File: src/rtl/ppem_pkg.sv
// Shared types and constants for the printer pass-through exit matcher.
`default_nettype none

package ppem_pkg;

  localparam logic [7:0] B_NUL  = 8'h00;
  localparam logic [7:0] B_XON  = 8'h11;
  localparam logic [7:0] B_XOFF = 8'h13;
  localparam logic [7:0] B_ESC  = 8'h1B;
  localparam logic [7:0] B_CSI  = 8'h9B;
  localparam logic [7:0] B_LBR  = 8'h5B;
  localparam logic [7:0] B_FIVE = 8'h35;
  localparam logic [7:0] B_FOUR = 8'h34;
  localparam logic [7:0] B_LI   = 8'h69;

  localparam int unsigned NumSeq  = 4;
  localparam int unsigned MaxHeld = 3;

  // sequence n, byte i at [n][i]
  localparam logic [3:0][3:0][7:0] SEQ_BYTES = {
    {B_LI,   B_FOUR, B_LBR,  B_ESC},
    {B_LI,   B_FIVE, B_LBR,  B_ESC},
    {B_NUL,  B_LI,   B_FOUR, B_CSI},
    {B_NUL,  B_LI,   B_FIVE, B_CSI}
  };
  localparam logic [3:0][2:0] SEQ_LEN  = {3'd4, 3'd4, 3'd3, 3'd3};
  localparam logic [3:0]      SEQ_STAY = 4'b0101;

  typedef struct packed {
    logic            mode;
    logic            stay;
    logic            close;
    logic [1:0]      cnt;
    logic [2:0][7:0] bytes;
  } cmd_t;

endpackage

`default_nettype wire

File: src/rtl/ppem_front.sv
// Front end: accept a byte, match it against the exit sequences, keep the held bytes.
`default_nettype none

module ppem_front (
  input  wire logic          clk_i,
  input  wire logic          rst_ni,
  input  wire logic          cfg_we_i,
  input  wire logic          cfg_wdata_i,
  input  wire logic          in_valid_i,
  input  wire logic [7:0]    rx_byte_i,
  input  wire logic          q_full_i,
  output logic               push_o,
  output ppem_pkg::cmd_t     cmd_o
);

  logic                  auto_close_q;
  logic [2:0][7:0]       held_q, held_d;
  logic [1:0]            cnt_q, cnt_d;
  logic                  accept;
  logic                  is_drop;
  logic                  is_cand;
  logic [3:0][7:0]       buf_bytes;
  logic [2:0]            len;
  logic [3:0]            complete;
  logic [3:0]            extend;
  logic                  stay;

  assign accept = in_valid_i && !q_full_i;

  always_comb begin
    is_drop = (rx_byte_i == ppem_pkg::B_NUL) || (rx_byte_i == ppem_pkg::B_XON) ||
              (rx_byte_i == ppem_pkg::B_XOFF);
    is_cand = rx_byte_i inside {ppem_pkg::B_CSI, ppem_pkg::B_ESC, ppem_pkg::B_LBR,
                                ppem_pkg::B_FOUR, ppem_pkg::B_FIVE, ppem_pkg::B_LI};
    for (int i = 0; i < ppem_pkg::MaxHeld; i++) begin
      buf_bytes[i] = (2'(i) < cnt_q) ? held_q[i] : rx_byte_i;
    end
    buf_bytes[3] = rx_byte_i;
    len = {1'b0, cnt_q} + 3'd1;
    for (int n = 0; n < ppem_pkg::NumSeq; n++) begin
      logic m;
      m = 1'b1;
      for (int i = 0; i < 4; i++) begin
        if ((3'(i) < len) && (buf_bytes[i] != ppem_pkg::SEQ_BYTES[n][i])) begin
          m = 1'b0;
        end
      end
      complete[n] = m && (len == ppem_pkg::SEQ_LEN[n]);
      extend[n]   = m && (ppem_pkg::SEQ_LEN[n] > len);
    end
    stay = |(complete & ppem_pkg::SEQ_STAY);
  end

  always_comb begin
    push_o = 1'b0;
    cmd_o  = '0;
    held_d = held_q;
    cnt_d  = cnt_q;
    if (accept && !is_drop) begin
      if (is_cand && (|complete)) begin
        push_o      = 1'b1;
        cmd_o.mode  = 1'b1;
        cmd_o.stay  = stay;
        cmd_o.close = !stay && auto_close_q;
        cnt_d       = 2'd0;
      end else if (is_cand && (|extend)) begin
        held_d[cnt_q] = rx_byte_i;
        cnt_d         = cnt_q + 2'd1;
      end else begin
        push_o      = (cnt_q != 2'd0);
        cmd_o.cnt   = cnt_q;
        cmd_o.bytes = held_q;
        held_d[0]   = rx_byte_i;
        cnt_d       = 2'd1;
      end
    end
  end

  always_ff @(posedge clk_i or negedge rst_ni) begin
    if (!rst_ni) begin
      cnt_q        <= 2'd0;
      auto_close_q <= 1'b0;
    end else begin
      cnt_q <= cnt_d;
      if (cfg_we_i) begin
        auto_close_q <= cfg_wdata_i;
      end
    end
  end

  always_ff @(posedge clk_i) begin
    held_q <= held_d;
  end

endmodule

`default_nettype wire

File: src/rtl/ppem_queue.sv
// Command queue between the front end and the result sequencer.
`default_nettype none

module ppem_queue #(
  parameter int unsigned Depth = 2
) (
  input  wire logic           clk_i,
  input  wire logic           rst_ni,
  input  wire logic           push_i,
  input  wire ppem_pkg::cmd_t wdata_i,
  input  wire logic           pop_i,
  output ppem_pkg::cmd_t      rdata_o,
  output logic                full_o,
  output logic                empty_o
);

  localparam int unsigned PtrW = (Depth > 1) ? $clog2(Depth) : 1;
  localparam int unsigned CntW = $clog2(Depth + 1);

  ppem_pkg::cmd_t  mem_q [Depth];
  logic [PtrW-1:0] wr_ptr_q, rd_ptr_q;
  logic [CntW-1:0] count_q;

  assign full_o  = (count_q == CntW'(Depth));
  assign empty_o = (count_q == '0);
  assign rdata_o = mem_q[rd_ptr_q];

  always_ff @(posedge clk_i or negedge rst_ni) begin
    if (!rst_ni) begin
      wr_ptr_q <= '0;
      rd_ptr_q <= '0;
      count_q  <= '0;
    end else begin
      if (push_i) begin
        wr_ptr_q <= (wr_ptr_q == PtrW'(Depth - 1)) ? '0 : wr_ptr_q + PtrW'(1);
      end
      if (pop_i) begin
        rd_ptr_q <= (rd_ptr_q == PtrW'(Depth - 1)) ? '0 : rd_ptr_q + PtrW'(1);
      end
      if (push_i && !pop_i) begin
        count_q <= count_q + CntW'(1);
      end else if (pop_i && !push_i) begin
        count_q <= count_q - CntW'(1);
      end
    end
  end

  always_ff @(posedge clk_i) begin
    if (push_i) begin
      mem_q[wr_ptr_q] <= wdata_i;
    end
  end

  a_no_overflow: assert property (@(posedge clk_i) disable iff (!rst_ni)
    !(push_i && full_o))
    else $error("push into full queue");

  a_no_underflow: assert property (@(posedge clk_i) disable iff (!rst_ni)
    !(pop_i && empty_o))
    else $error("pop from empty queue");

  a_count_bound: assert property (@(posedge clk_i) disable iff (!rst_ni)
    count_q <= CntW'(Depth))
    else $error("queue count beyond depth");

endmodule

`default_nettype wire

File: src/rtl/ppem_back.sv
// Back end: expand queued commands into result requests, one per cycle while out_stall_i is low.
`default_nettype none

module ppem_back (
  input  wire logic           clk_i,
  input  wire logic           rst_ni,
  input  wire ppem_pkg::cmd_t head_i,
  input  wire logic           empty_i,
  output logic                pop_o,
  output logic                out_valid_o,
  input  wire logic           out_stall_i,
  output logic                kind_o,
  output logic [7:0]          out_byte_o,
  output logic                stay_active_o,
  output logic                close_request_o,
  output logic                last_of_run_o
);

  logic       out_valid_q;
  logic [1:0] idx_q;
  logic       load;
  logic       last;
  logic       kind_q, stay_q, close_q, last_q;
  logic [7:0] byte_q;

  assign load  = !out_valid_q || !out_stall_i;
  assign last  = head_i.mode || (idx_q == head_i.cnt - 2'd1);
  assign pop_o = load && !empty_i && last;

  always_ff @(posedge clk_i or negedge rst_ni) begin
    if (!rst_ni) begin
      out_valid_q <= 1'b0;
      idx_q       <= 2'd0;
    end else if (load) begin
      out_valid_q <= !empty_i;
      if (!empty_i) begin
        idx_q <= last ? 2'd0 : idx_q + 2'd1;
      end
    end
  end

  always_ff @(posedge clk_i) begin
    if (load && !empty_i) begin
      kind_q  <= head_i.mode;
      byte_q  <= head_i.mode ? 8'h00 : head_i.bytes[idx_q];
      stay_q  <= head_i.stay;
      close_q <= head_i.close;
      last_q  <= last;
    end
  end

  assign out_valid_o     = out_valid_q;
  assign kind_o          = kind_q;
  assign out_byte_o      = byte_q;
  assign stay_active_o   = stay_q;
  assign close_request_o = close_q;
  assign last_of_run_o   = last_q;

  a_idx_needs_head: assert property (@(posedge clk_i) disable iff (!rst_ni)
    (idx_q != 2'd0) |-> !empty_i)
    else $error("flush in progress without a queued command");

  a_idx_in_run: assert property (@(posedge clk_i) disable iff (!rst_ni)
    (idx_q != 2'd0) |-> (!head_i.mode && (idx_q < head_i.cnt)))
    else $error("flush index outside held run");

  a_mode_single: assert property (@(posedge clk_i) disable iff (!rst_ni)
    (out_valid_q && kind_q) |-> (last_q && (byte_q == 8'h00)))
    else $error("mode result not a single clean request");

endmodule

`default_nettype wire

File: src/rtl/printer_passthrough_exit_matcher.sv
// Top level: printer pass-through exit matcher.
// Accepts one byte per cycle while the command queue has room.
// A command is written into the queue on the accepting edge and leaves through the
// output register; one result request per cycle while out_stall_i is low, so a flush
// of n held bytes gives n result requests, a mode result one.
// Reset clears held count, queue, output valid and auto_close; held bytes are undefined.
`default_nettype none

module printer_passthrough_exit_matcher #(
  parameter int unsigned QueueDepth = 2
) (
  input  wire logic        clk_i,
  input  wire logic        rst_ni,
  input  wire logic        cfg_we_i,
  input  wire logic        cfg_wdata_i,
  input  wire logic        in_valid_i,
  output logic             in_stall_o,
  input  wire logic [7:0]  rx_byte_i,
  output logic             out_valid_o,
  input  wire logic        out_stall_i,
  output logic             kind_o,
  output logic [7:0]       out_byte_o,
  output logic             stay_active_o,
  output logic             close_request_o,
  output logic             last_of_run_o
);

  ppem_pkg::cmd_t push_cmd;
  ppem_pkg::cmd_t head_cmd;
  logic           push;
  logic           pop;
  logic           q_full;
  logic           q_empty;

  assign in_stall_o = q_full;

  ppem_front u_front (
    .clk_i       (clk_i),
    .rst_ni      (rst_ni),
    .cfg_we_i    (cfg_we_i),
    .cfg_wdata_i (cfg_wdata_i),
    .in_valid_i  (in_valid_i),
    .rx_byte_i   (rx_byte_i),
    .q_full_i    (q_full),
    .push_o      (push),
    .cmd_o       (push_cmd)
  );

  ppem_queue #(
    .Depth (QueueDepth)
  ) u_queue (
    .clk_i   (clk_i),
    .rst_ni  (rst_ni),
    .push_i  (push),
    .wdata_i (push_cmd),
    .pop_i   (pop),
    .rdata_o (head_cmd),
    .full_o  (q_full),
    .empty_o (q_empty)
  );

  ppem_back u_back (
    .clk_i           (clk_i),
    .rst_ni          (rst_ni),
    .head_i          (head_cmd),
    .empty_i         (q_empty),
    .pop_o           (pop),
    .out_valid_o     (out_valid_o),
    .out_stall_i     (out_stall_i),
    .kind_o          (kind_o),
    .out_byte_o      (out_byte_o),
    .stay_active_o   (stay_active_o),
    .close_request_o (close_request_o),
    .last_of_run_o   (last_of_run_o)
  );

endmodule

`default_nettype wire
File: config.mk
export PLATFORM = sky130hd
export DESIGN_NAME = printer_passthrough_exit_matcher
export DESIGN_NICKNAME = d
export VERILOG_FILES = /design/src/rtl/ppem_pkg.sv /design/src/rtl/ppem_front.sv /design/src/rtl/ppem_queue.sv /design/src/rtl/ppem_back.sv /design/src/rtl/printer_passthrough_exit_matcher.sv
export SDC_FILE = /design/constraint.sdc
export NUM_CORES = 1
export LEC_CHECK = 0
export CAP_MARGIN = 30
export CORE_MARGIN = 5
export CORE_UTILIZATION = 68
export DETAILED_ROUTE_END_ITERATION = 8
export DONT_BUFFER_PORTS = 1
export PLACE_DENSITY_LB_ADDON = 0.05
export SYNTH_ARGS = -nofsm -noshare
export SYNTH_HDL_FRONTEND = slang
export SYNTH_SLANG_ARGS = --single-unit
File: constraint.sdc
create_clock -name clk_i -period 10.9 [get_ports clk_i]
set_input_delay 2.18 -clock clk_i [delete_from_list [all_inputs] [get_ports clk_i]]
set_output_delay 2.18 -clock clk_i [all_outputs]
set_load 0.02 [all_outputs]
==> impl_metrics.csv <==
group,metric,value,unit
run_status,status,"completed",
drt,wirelength,8343,um
setup_path,crit_fanout,9,
synthesis,synth_cell_types,62,
sta,tightestPinTransition,0.6218,ns
sta,clock_skew,0.008020,ns
floorplanning,die_x,93.17,um
placement,gp_congestion,0.9345,
drt,antenna_left,0,
global_routing,grt_max_degree,30,
finish,multi_input_area,1553,um2
drt,drt_first_iter_violations,137,
synthesis,ys_seq_area_frac,0.6534,
placement,dp_slack,6.028,ns
synthesis,synth_area,4703,um2
power,p_per_area,235.4,nW/um2
power,clkPwrFrac,0.218,
clock_network,root_buffer,"clkbuf_8",
setup_path,critPathArrivalTime,4.83,ns
sta,max_freq,220.2,MHz
synthesis,synth_top_area_share,0.6002,
power,vdd_drop_max,0.1500,mV
sta,hold_viol,0,
global_routing,grt_pass1_wl,13740,um
power,p_leak,1.730,nW
finish,fill_cells,435,
sta,slew_headroom,0.5829,
drt,route.detailed.drc,0,
min_path,hp-class,"reg -> reg",
clock_network,cts_tree,"done",
finish,register_area,3073,um2
finish,area_growth,6.544,%
global_routing,antenna_found_initial,0,
global_routing,track_usage,0.2150,
sta,setup_ws,6.359,ns
setup_path,setup.worst_path.end_class,"flip-flop",
placement,io_buffers,0,
finish,num_antenna_cells,0,
synthesis,synthCells,309,
floorplanning,design.core.area,6756,um2
synthesis,synthTopCellsByArea,"edfxtp_1, dfrtp_1, mux4_2",
placement,dp.cells,386,
synthesis,synth-edff-count,94,
synthesis,syn-num-nets,330,
placement,placed_area,4793,um2
clock_network,postCtsHoldBufs,0,
placement,hpwl,5856,um
synthesis,async_reset_ff_frac,0.09615,
synthesis,synth_top_area_cell,"edfxtp_1",
clock_network,path_clk_slew,0.09,ns
sta,post-route-period-util,0.4166,
setup_path,crit_type,"in -> reg",
global_routing,grt_pass1_vias,2595,
clock_network,clock_sinks,104,
setup_path,cp-start-kind,"input pin",
power,power.switching,0.3524,mW
sta,slew_violations,0,
synthesis,synth_seq_cells,104,
finish,final_layout_size_suffix_gt1_frac,0.1957,
global_routing,grt_overflow,0,
clock_network,ctsResizeCount,0,
clock_network,insertion_delay,0.36,ns
power,power,1.180,mW
power,netSwitchingFraction,0.2987,
synthesis,yosys_warnings,0,
synthesis,ys.flop_type,"edfxtp_1",
floorplanning,boundaryPins,28,
floorplanning,initial_core_util,0.6961,
finish,nets,338,
synthesis,syn_avg_cell_area,15.22,um2
drt,first_pass_iters,4,
sta,period_minus_slack,4.541,ns
drt,via_count,2580,
floorplanning,die-height,93.17,um
clock_network,max-clock-path-buffers,2,
clock_network,cts_made_buffers,9,
sta,rsz0062_at_grt,"no",
finish,final_area,5011,um2
power,intPower,0.8273,mW
clock_network,cts_setup_buffers,0,
drt,routedWlPerCell,20.75,um
finish,stdcell_count,402,
sta,setup_tns,0,ns
finish,post-route-util,0.7417,
setup_path,worstPathRequired,11.18,ns
sta,hold_ws,0.5045,ns
drt,vias_per_cell,6.418,
sta,finalSetupViolCount,0,
floorplanning,die_area,8680,um2
floorplanning,rows,30,
clock_network,htree_levels,3,
power,power_frac_comb,0.245,
power,power_frac_seq,0.537,
job,maxCapViolCount,0,
## worst max-delay path: stages
cell	delay [ns]
or4b_1	0.52
a222oi_1	0.41
or2_2	0.20
o2111ai_2	0.14
a211oi_4	0.44
o22a_2	0.26
inv_1	0.06
ha_1	0.20
xor2_1	0.14
nor2_1	0.11
xor2_1	0.16
## per-layer routing
metal,share of wire,track usage,vias to the layer above
li1,-,-,1216
met1,0.45,0.3024,1260
met3,0.059,0.05551,10
met4,0.017,0.07570,0
met2,0.47,0.3287,94
met5,0,0,-
## path summary, 6_finish.rpt
kind	depth (start not counted)	from	end	slack (ns)
worst max-delay path	11	rx_byte_i[1]	u_queue.count_q[1]$_DFFE_PN0P_	6.36
worst min register to register	1	u_front.auto_close_q$_DFFE_PN0P_	u_front.auto_close_q$_DFFE_PN0P_	0.50
min in group asynchronous	0	rst_ni	u_back.idx_q[1]$_DFFE_PN0P_	1.50
max in group asynchronous	0	rst_ni	u_front.auto_close_q$_DFFE_PN0P_	9.33
worst min-delay path	1	u_front.auto_close_q$_DFFE_PN0P_	u_front.auto_close_q$_DFFE_PN0P_	0.50
worst max register to register	13	u_front.cnt_q[1]$_DFFE_PN0P_	u_queue.count_q[1]$_DFFE_PN0P_	6.85
## cell usage in the layout, fill, tap and decap left out, types with 3 or more instances in the layout
cell       n
nand2_1    9
edfxtp_1  94
ha_1       7
or2_2      3
nor2_1    16
a22oi_1    8
nor2b_1   11
mux2i_1    4
nor4bb_1   3
and4_1     3
and3_1     3
xnor2_1    4
mux2_2    13
buf_4      5
dfrtp_1   10
o211ai_1   3
a21oi_1    7
o21ai_0    5
nand2b_1   4
inv_1      8
mux4_2     8
nand3b_1   4
and2_1    13
and2_4    12
clkbuf_8   9
## cell type report
type                            count  share of cell area
Inverter                            8            0.005993
Tap cell                           80             0.01998
Multi-Input combinational cell    189              0.3099
Sequential cell                   104              0.6132
Clock inverter                      6             0.01798
Timing Repair Buffer                5            0.007491
Clock buffer                       10             0.02547
## flip-flops by register name, indices dropped and copies added (netlist names)
name	count
u_queue.mem_q	58
u_front.held_q	24
u_back.out_byte_o	8
u_back.idx_q	2
u_front.cnt_q	2
u_queue.count_q	2
u_back.close_request_o	1
u_back.kind_o	1
u_back.last_of_run_o	1
u_back.out_valid_o	1
u_back.stay_active_o	1
u_front.auto_close_q	1
u_queue.rd_ptr_q	1
u_queue.wr_ptr_q	1
## kinds of logic after synthesis
family / count (synthesis) / share of synthesized area
simple gates: 106 / 0.1479
buf+inv: 16 / 0.01756
xor+xnor: 6 / 0.01117
fa+ha+maj: 7 / 0.01862
flops: 104 / 0.6534
compound gates: 45 / 0.07342
mux: 25 / 0.07795
## power groups by stage
stage	sequential [mW]	combinational, mW	clock, mW
final	0.634	0.289	0.257
after global routing	0.644	0.319	0.280
after CTS	0.636	0.292	0.263
after detailed placement	0.645	0.290	0
after global placement	0.640	0.282	0
after floorplan	0.629	0.236	0
## cells in the mapped netlist (2+ instances only)
cell and count:
or2_2 3, and2_1 13, a211oi_1 2, a21oi_1 7
and2_4 12, and4_1 3, edfxtp_1 94, or3_1 2
nor2b_1 12, mux4_2 8, mux2i_1 4, dfrtp_1 10
nor4_1 2, or4b_1 2, nor3_1 2, xnor2_1 4
or3b_1 2, xor2_1 2, nor2_1 17, inv_1 8
nor4bb_1 3, nand2_1 9, ha_1 7, a21o_1 2
buf_6 3, nand3b_1 4, o31ai_1 2, a211o_1 2
a22oi_1 8, o211ai_1 3, o21ai_0 5, nand2b_1 4
clkbuf_1 4, and3_1 3, nand4_1 2, mux2_2 13
Power figures use the tool's default switching activity.
